## src/rtl/b32crc_pkg.sv

```systemverilog
// Shared types, codes and helper functions for the base32 / CRC-32 frame encoder.
// No dependencies.
package b32crc_pkg;

    // Section codes carried with each output character
    localparam logic [1:0] SECT_BODY = 2'd0;
    localparam logic [1:0] SECT_DOT  = 2'd1;
    localparam logic [1:0] SECT_CRC  = 2'd2;

    localparam logic [6:0]  CHAR_DOT   = 7'h2e;
    localparam logic [31:0] CRC_POLY   = 32'hedb88320;
    localparam logic [31:0] CRC_PRESET = 32'hffffffff;

    // Frame byte counter width (payload limit range 1..511)
    localparam int BYTE_CNT_W = 9;

    typedef struct packed {
        logic [6:0] out_char;
        logic [1:0] section;
        logic       frame_end;
        logic       overflow_error;
    } t_result;

    // One byte through the reflected CRC-32, bitwise
    function automatic logic [31:0] crc_byte(input logic [31:0] crc, input logic [7:0] data);
        logic [31:0] c;
        c = crc ^ {24'd0, data};
        for (int k = 0; k < 8; k++) begin
            c = c[0] ? ((c >> 1) ^ CRC_POLY) : (c >> 1);
        end
        return c;
    endfunction

    // RFC 4648 base32 alphabet: A-Z then 2-7
    function automatic logic [6:0] b32_char(input logic [4:0] sym);
        return (sym < 5'd26) ? (7'h41 + {2'b00, sym}) : (7'h18 + {2'b00, sym});
    endfunction

endpackage

```

## src/rtl/base32_crc32_frame_encoder.sv

```systemverilog
// Top level: streaming base32 encoder with '.' separator and base32 CRC-32 trailer.
// Depends on b32crc_pkg (types, section codes, CRC and alphabet functions).
//
// Channel | Direction | Handshake                | Payload
// --------+-----------+--------------------------+---------------------------------------
// in      | input     | i_in_valid / o_in_ready   | i_data_byte, i_last_byte
// out     | output    | o_out_valid / i_out_ready | o_out_char, o_section, o_frame_end,
//         |           |                           | o_overflow_error
//
// A byte request updates CRC and bit buffer in the accepting cycle and loads a job
// register; the emitter sends one character per cycle into the output register unless
// the output stalls. A body byte owes 1 or 2 characters (about 1.6 on average);
// a last byte owes up to 11 (body, flush, dot, seven CRC characters).
// A dropped non-last byte loads no job and produces nothing.
// Synchronous active-low reset clears frame state, job and output valid.
// Output stalls back up through the job register to o_in_ready.
module base32_crc32_frame_encoder #(
    parameter int MAX_PAYLOAD = 320
) (
    input  logic       i_clk,
    input  logic       i_rst_n,
    input  logic       i_in_valid,
    output logic       o_in_ready,
    input  logic [7:0] i_data_byte,
    input  logic       i_last_byte,
    output logic       o_out_valid,
    input  logic       i_out_ready,
    output logic [6:0] o_out_char,
    output logic [1:0] o_section,
    output logic       o_frame_end,
    output logic       o_overflow_error
);
    import b32crc_pkg::*;

    // Frame state
    logic [3:0]            r_bit_buf;
    logic [2:0]            r_bit_cnt;
    logic [31:0]           r_crc;
    logic [BYTE_CNT_W-1:0] r_byte_cnt;
    logic                  r_ovf;

    // Job register: results still owed for the last accepted byte
    logic        r_job_valid;
    logic [4:0]  r_sym0, r_sym1, r_flush_sym;
    logic [1:0]  r_nbody;
    logic        r_err, r_has_flush;
    logic [31:0] r_crc_out;
    logic [3:0]  r_total, r_idx;

    // Output register
    logic    r_out_valid;
    t_result r_out;

    // Input side computation
    logic        accept, drop;
    logic [11:0] cat;
    logic [3:0]  cnt, sh0, sh1;
    logic        two;
    logic [4:0]  n_sym0, n_sym1, n_flush_sym, rem_mask;
    logic [2:0]  rem_cnt;
    logic [3:0]  rem_bits;
    logic [31:0] n_crc;
    logic [1:0]  n_nbody;
    logic        n_ovf, n_err, n_has_flush;
    logic [3:0]  n_total;

    // Emitter
    logic        adv, job_last;
    logic [3:0]  j, k, m;
    t_result     n_out;

    assign drop   = r_byte_cnt >= BYTE_CNT_W'(MAX_PAYLOAD);
    assign accept = i_in_valid && o_in_ready;

    // Bit buffer split into base32 symbols
    always_comb begin
        cat = {r_bit_buf, i_data_byte};
        cnt = {1'b0, r_bit_cnt} + 4'd8;
        two = cnt >= 4'd10;
        sh0 = cnt - 4'd5;
        sh1 = cnt - 4'd10;
        n_sym0 = 5'(cat >> sh0);
        n_sym1 = 5'(cat >> sh1);
        if (drop) begin
            n_crc    = r_crc;
            n_nbody  = 2'd0;
            rem_cnt  = r_bit_cnt;
            rem_mask = 5'd0;
            rem_bits = r_bit_buf;
        end else begin
            n_crc    = crc_byte(r_crc, i_data_byte);
            n_nbody  = two ? 2'd2 : 2'd1;
            rem_cnt  = two ? 3'(sh1) : 3'(sh0);
            rem_mask = (5'd1 << rem_cnt) - 5'd1;
            rem_bits = cat[3:0] & rem_mask[3:0];
        end
        n_flush_sym = 5'({1'b0, rem_bits} << (3'd5 - rem_cnt));
        n_ovf       = r_ovf || drop;
        n_err       = i_last_byte && n_ovf;
        n_has_flush = rem_cnt != 3'd0;
        n_total     = {2'b00, n_nbody};
        if (i_last_byte) begin
            n_total = n_ovf ? n_total + 4'd1
                            : n_total + 4'd8 + {3'd0, n_has_flush};
        end
    end

    // Handshake control
    assign job_last   = r_idx == (r_total - 4'd1);
    assign adv        = r_job_valid && (!r_out_valid || i_out_ready);
    assign o_in_ready = !r_job_valid || (adv && job_last);

    // Result selection for the current job slot
    always_comb begin
        j = r_idx - {2'b00, r_nbody};
        k = j - {3'd0, r_has_flush};
        m = k - 4'd1;
        n_out = '{out_char: 7'd0, section: SECT_BODY, frame_end: 1'b0, overflow_error: 1'b0};
        if (r_idx < {2'b00, r_nbody}) begin
            n_out.out_char = b32_char((r_idx == 4'd0) ? r_sym0 : r_sym1);
        end else if (r_err) begin
            n_out.frame_end      = 1'b1;
            n_out.overflow_error = 1'b1;
        end else if (r_has_flush && j == 4'd0) begin
            n_out.out_char = b32_char(r_flush_sym);
        end else if (k == 4'd0) begin
            n_out.out_char = CHAR_DOT;
            n_out.section  = SECT_DOT;
        end else begin
            n_out.section = SECT_CRC;
            case (m)
                4'd0:    n_out.out_char = b32_char(r_crc_out[31:27]);
                4'd1:    n_out.out_char = b32_char(r_crc_out[26:22]);
                4'd2:    n_out.out_char = b32_char(r_crc_out[21:17]);
                4'd3:    n_out.out_char = b32_char(r_crc_out[16:12]);
                4'd4:    n_out.out_char = b32_char(r_crc_out[11:7]);
                4'd5:    n_out.out_char = b32_char(r_crc_out[6:2]);
                default: begin
                    n_out.out_char  = b32_char({r_crc_out[1:0], 3'b000});
                    n_out.frame_end = 1'b1;
                end
            endcase
        end
    end

    // Frame state update
    always_ff @(posedge i_clk) begin
        if (!i_rst_n) begin
            r_bit_buf  <= '0;
            r_bit_cnt  <= '0;
            r_crc      <= CRC_PRESET;
            r_byte_cnt <= '0;
            r_ovf      <= 1'b0;
        end else if (accept) begin
            if (i_last_byte) begin
                r_bit_buf  <= '0;
                r_bit_cnt  <= '0;
                r_crc      <= CRC_PRESET;
                r_byte_cnt <= '0;
                r_ovf      <= 1'b0;
            end else begin
                r_bit_buf  <= rem_bits;
                r_bit_cnt  <= rem_cnt;
                r_crc      <= n_crc;
                r_byte_cnt <= drop ? r_byte_cnt : r_byte_cnt + BYTE_CNT_W'(1);
                r_ovf      <= n_ovf;
            end
        end
    end

    // Job register control
    always_ff @(posedge i_clk) begin
        if (!i_rst_n) begin
            r_job_valid <= 1'b0;
        end else if (accept) begin
            r_job_valid <= n_total != 4'd0;
        end else if (adv && job_last) begin
            r_job_valid <= 1'b0;
        end
    end

    // Job payload and slot index
    always_ff @(posedge i_clk) begin
        if (accept) begin
            r_sym0      <= n_sym0;
            r_sym1      <= n_sym1;
            r_flush_sym <= n_flush_sym;
            r_nbody     <= n_nbody;
            r_err       <= n_err;
            r_has_flush <= n_has_flush;
            r_crc_out   <= ~n_crc;
            r_total     <= n_total;
            r_idx       <= '0;
        end else if (adv) begin
            r_idx <= r_idx + 4'd1;
        end
    end

    // Output register
    always_ff @(posedge i_clk) begin
        if (!i_rst_n) begin
            r_out_valid <= 1'b0;
        end else if (adv) begin
            r_out_valid <= 1'b1;
        end else if (i_out_ready) begin
            r_out_valid <= 1'b0;
        end
    end

    always_ff @(posedge i_clk) begin
        if (adv) begin
            r_out <= n_out;
        end
    end

    assign o_out_valid      = r_out_valid;
    assign o_out_char       = r_out.out_char;
    assign o_section        = r_out.section;
    assign o_frame_end      = r_out.frame_end;
    assign o_overflow_error = r_out.overflow_error;

`ifndef SYNTHESIS
    // Slot index stays inside the job
    a_idx_in_job: assert property (@(posedge i_clk) disable iff (!i_rst_n)
        r_job_valid |-> (r_idx < r_total))
        else $error("job slot index beyond job length");

    // A new request only replaces a job that finishes this cycle
    a_no_job_overwrite: assert property (@(posedge i_clk) disable iff (!i_rst_n)
        (accept && r_job_valid) |-> (adv && job_last))
        else $error("job overwritten before completion");

    // Error results always end the frame with a null character
    a_err_ends_frame: assert property (@(posedge i_clk) disable iff (!i_rst_n)
        (o_out_valid && o_overflow_error) |-> (o_frame_end && o_out_char == 7'd0))
        else $error("overflow result not a frame end");

    // Normal frame end is the last checksum character
    a_end_is_crc: assert property (@(posedge i_clk) disable iff (!i_rst_n)
        (o_out_valid && o_frame_end && !o_overflow_error) |-> (o_section == SECT_CRC))
        else $error("frame end outside checksum");

    // Last byte returns the frame state to its reset values
    a_frame_clear: assert property (@(posedge i_clk) disable iff (!i_rst_n)
        (accept && i_last_byte) |=> (r_byte_cnt == '0 && r_bit_cnt == '0 && !r_ovf
                                     && r_crc == CRC_PRESET))
        else $error("frame state not cleared after last byte");
`endif

endmodule

```

## config.mk

```make
export PLATFORM = sky130hd
export DESIGN_NAME = base32_crc32_frame_encoder
export DESIGN_NICKNAME = d
export VERILOG_FILES = /design/src/rtl/b32crc_pkg.sv /design/src/rtl/base32_crc32_frame_encoder.sv
export SDC_FILE = /design/constraint.sdc
export NUM_CORES = 1
export LEC_CHECK = 0
export ABC_AREA = 1
export BUFFER_PORTS_ARGS = -buffer_cell sky130_fd_sc_hd__buf_2
export CAP_MARGIN = 15
export CORE_UTILIZATION = 40
export CTS_BUF_LIST = sky130_fd_sc_hd__clkbuf_4
export CTS_CLUSTER_DIAMETER = 120
export CTS_CLUSTER_SIZE = 14
export DETAILED_ROUTE_END_ITERATION = 8
export GPL_TIMING_DRIVEN = 0
export HOLD_SLACK_MARGIN = 0.05
export PLACE_DENSITY = 0.55
export SKIP_LAST_GASP = 1
export SLEW_MARGIN = 30
export SYNTH_ARGS = -nofsm -noshare
export SYNTH_HDL_FRONTEND = slang
export SYNTH_SLANG_ARGS = --single-unit
export TNS_END_PERCENT = 10
```

## constraint.sdc

```tcl
create_clock -name i_clk -period 3.3 [get_ports i_clk]
set_input_delay 0 -clock i_clk [delete_from_list [all_inputs] [get_ports i_clk]]
set_output_delay 0 -clock i_clk [all_outputs]
set_load 0.005 [all_outputs]
```

==> flow_summary.toml <==
[run_status]
status = "finished clean"

[logic_synthesis]
synth_edf_count = 66
ys.warnings.count = 0
synthCells = 1077
synth-seq-cells = 121
async_flop_share_pct = 0
syn_avg_cell_area_um2 = 7.81
syn_area_um2 = 8420
ys_seq_area_share_pct = 36.6
synth_ff_type = "edfxtp_1"
synth_nets = 1133
synth_cell_types = 53

[floorplan]
design.core.area_um2 = 20400
dieWidth_um = 147
num_rows = 52
start_util_pct = 41.2
die_y_um = 147
ios = 26
dieArea_um2 = 21600

[power_and_ir_drop]
p_leak_nw = 4.19
ir_drop_mv = 0.222
power_density_nw_per_um2 = 695

[worst_setup_path]
required_ns = 3.73
critPathLaunchType = "flip-flop"
reg2reg_depth = 17
critPathLaunch = "r_bit_cnt[1]"
crit_fanout = 12
r2r_start = "r_bit_cnt[1]"
ff2ff_setup_slack_ns = 0.23
path_class = "flip-flop to flip-flop"
worstPathArrival_ns = 3.51
r2r_end = "r_job_valid"
endpoint_kind = "flip-flop"

[drt]
antenna_left = 0
routed_wl_mm = 21.7
drc = 0
vias = 7226
drtPass1Iterations = 5
drtIter0Drc = 452
via_per_inst = 5.12
wl_per_cell_um = 15.3

[placement]
gp_congestion = 0.858
port_buffers = 25
hpwlAfterDp_mm = 16.7

[sta]
fmax_mhz = 325
drv_slew = 0
hold_viol = 0
setup_violations = 0
fin_crit_sh_pct = 93.1
grt_setup_unrepaired = "true"
worstMarginPinSlew_ns = 0.663
maxSlewHeadroom_pct = 55.6
tns_ns = 0
period_needed_ns = 3.07
fin_worst_skew_ns = 0.0179

[final_layout]
drive_gt1_share_pct = 11.1
nNetsFinal = 1184
nFillCells = 2104
area_growth_pct = 10.6
utilization_pct = 45.6

[clock_tree]
htree_levels = 4
numCtsBuffers = 17
cts_buffer_depth = 2
clk_latency_ns = 0.55
clock-root-buffer = "clkbuf_4"
clk_pin_slew_ns = 0.11
clock_sinks = 121
cts_tree = "built"

[job]
max-cap-violations = 0

[min_path]
hold_start = "i_data_byte[2]"
hold_depth = 5
min_to = "r_bit_buf[2]"
hp-class = "input port to flip-flop"

[global_routing]
grt_usage_pct = 21.0
antenna_found_initial = 1
grt_first_pass_wirelength_mm = 35.3
grt-ovfl-total = 0
grt_pass1_vias = 6661
grt_max_degree = 61
[Yosys cell counts (4+ instances only)]
| library cell | count | area share, % |
|---|---|---|
| a21oi_1 | 52 | 3.1 |
| nor3_1 | 15 | 0.89 |
| nor2_1 | 79 | 3.5 |
| a22oi_1 | 9 | 0.80 |
| nand2_1 | 234 | 10 |
| a31oi_1 | 5 | 0.37 |
| o21ai_0 | 86 | 5.1 |
| inv_2 | 4 | 0.18 |
| edfxtp_1 | 66 | 24 |
| xnor2_2 | 6 | 1.2 |
| nand3b_1 | 7 | 0.62 |
| dfxtp_1 | 55 | 13 |
| buf_2 | 6 | 0.36 |
| xor2_1 | 61 | 6.3 |
| o211ai_1 | 31 | 2.8 |
| o21ai_1 | 11 | 0.65 |
| clkbuf_1 | 17 | 0.76 |
| inv_1 | 122 | 5.4 |
| or2_2 | 8 | 0.59 |
| ha_1 | 43 | 6.4 |
| nand2_2 | 9 | 0.67 |
| xnor2_1 | 29 | 3.0 |
| nand4_1 | 18 | 1.3 |
| nand3_1 | 56 | 3.3 |
[worst max-delay path, cell delays in order (launching register included)]
cell and delay [ns]:
dfxtp_1 0.38, buf_4 0.19, clkinv_2 0.13, buf_4 0.20, ha_2 0.24, nand2_2 0.15, inv_1 0.09, nand2_1 0.07
o21ai_1 0.09, nand2_1 0.11, o21ai_2 0.09, nand3b_1 0.20, ha_1 0.22, ha_1 0.26, nand2_1 0.06, nand3_1 0.11
o41ai_2 0.28, a21oi_1 0.09
[cell usage in the layout (no fill, tap or decap), types with 3 or more instances in the layout]
cell type,instances
nor3_1,15
mux2_2,3
inv_1,120
clkinv_2,5
nand4_1,18
o21bai_1,3
o21ai_1,12
o21ai_2,4
xnor2_2,6
dlygate4sd3_1,7
nand3_1,55
a21oi_1,52
buf_2,31
clkinvlp_4,3
buf_6,3
o21ai_0,83
inv_2,5
ha_1,41
xnor2_4,3
nand2_1,233
o211ai_1,31
or2_2,8
clkbuf_4,18
a22oi_1,9
nor2_1,79
buf_4,5
clkbuf_1,14
bufinv_16,3
xor2_1,61
nand2_2,10
xnor2_1,28
edfxtp_1,66
nand3b_1,7
a31oi_1,5
dfxtp_1,53
[state kept, by name, indices dropped and copies added, names as in the netlist]
name and count:
r_total 4, r_byte_cnt 9, r_ovf 1, r_job_valid 1, r_crc 32, r_bit_cnt 3
r_flush_sym 5, r_nbody 2, o_out_char 7, r_bit_buf 4, o_frame_end 1, r_sym1 5
r_crc_out 32, o_section 2, r_err 1, o_out_valid 1, r_has_flush 1, r_sym0 5
r_idx 4, o_overflow_error 1
[timing repair]
item / CTS / global route
buffers inserted: 0 / 1
endpoints found under the hold margin: 19 / 0
resized for setup: 9 / 13
setup endpoints to repair: 6 / 10
hold buffers: 7 / 0
pin swaps: 0 / 1
[layout make-up]
class	count	area [um2]	share of cell area (%)
Multi-Input combinational cell	798	4740	51.0
Sequential cell	121	3090	33.2
Inverter	128	487	5.23
Tap cell	270	338	3.63
Timing Repair Buffer	33	203	2.18
Buffer	29	155	1.67
Clock inverter	13	154	1.65
Clock buffer	18	135	1.45
Antenna cell	2	5.00	0.0538
[per-stage QoR]
step           instances  hold WS (ns)  area, um2  total power [mW]  worst slack [ns]
2_1_floorplan       1077         0.142       8420              4.46             0.195
3_3_place_gp        1372         0.282       8880              5.29            -0.585
3_5_place_dp        1372         0.276       8880              5.30            -0.555
4_1_cts             1409        0.0584       9260              6.45           0.00884
5_1_grt             1412         0.113       9310              7.02           -0.0378
6_report            1412        0.0966       9310              6.47             0.228
[per-layer routing]
metal | global-route usage [%] | share of wire, % | vias up
met2 | 31.4 | 43 | 131
met4 | 6.29 | 1.7 | 0
met5 | 0 | 0 | -
met3 | 3.54 | 3.5 | 34
met1 | 30.6 | 52 | 3343
li1 | - | - | 3718
[power breakdown]
part	internal [mW]	switching, mW	leakage (nW)
clock network	0.524	0.598	0.152
registers	2.00	0.237	1.08
logic	1.11	2.00	2.95
total	3.63	2.84	4.19
[how the worst max path moves through the flow]
stage	end	slack (ns)	cells past startpoint
final	r_job_valid	0.23	17
after global routing	r_job_valid	-0.04	17
after CTS	r_job_valid	0.009	15
after detailed placement	r_job_valid	-0.55	16
after global placement	r_job_valid	-0.59	17
after floorplan	r_job_valid	0.20	16
[cell families (layout without fill, tap and decap cells)]
| logic type | after synthesis | after routing | share of synthesized area [%] |
|---|---|---|---|
| buffers and inverters | 158 | 221 | 7.54 |
| other | 0 | 2 | 0 |
| and+or+nand+nor | 435 | 435 | 22.3 |
| muxes | 4 | 4 | 0.520 |
| adders and majority gates | 43 | 43 | 6.39 |
| xor gates and xnor gates | 100 | 100 | 11.6 |
| DFF | 121 | 121 | 36.6 |
| AOI/OAI and AO/OA | 216 | 216 | 15.1 |
Power figures use the tool's default switching activity.
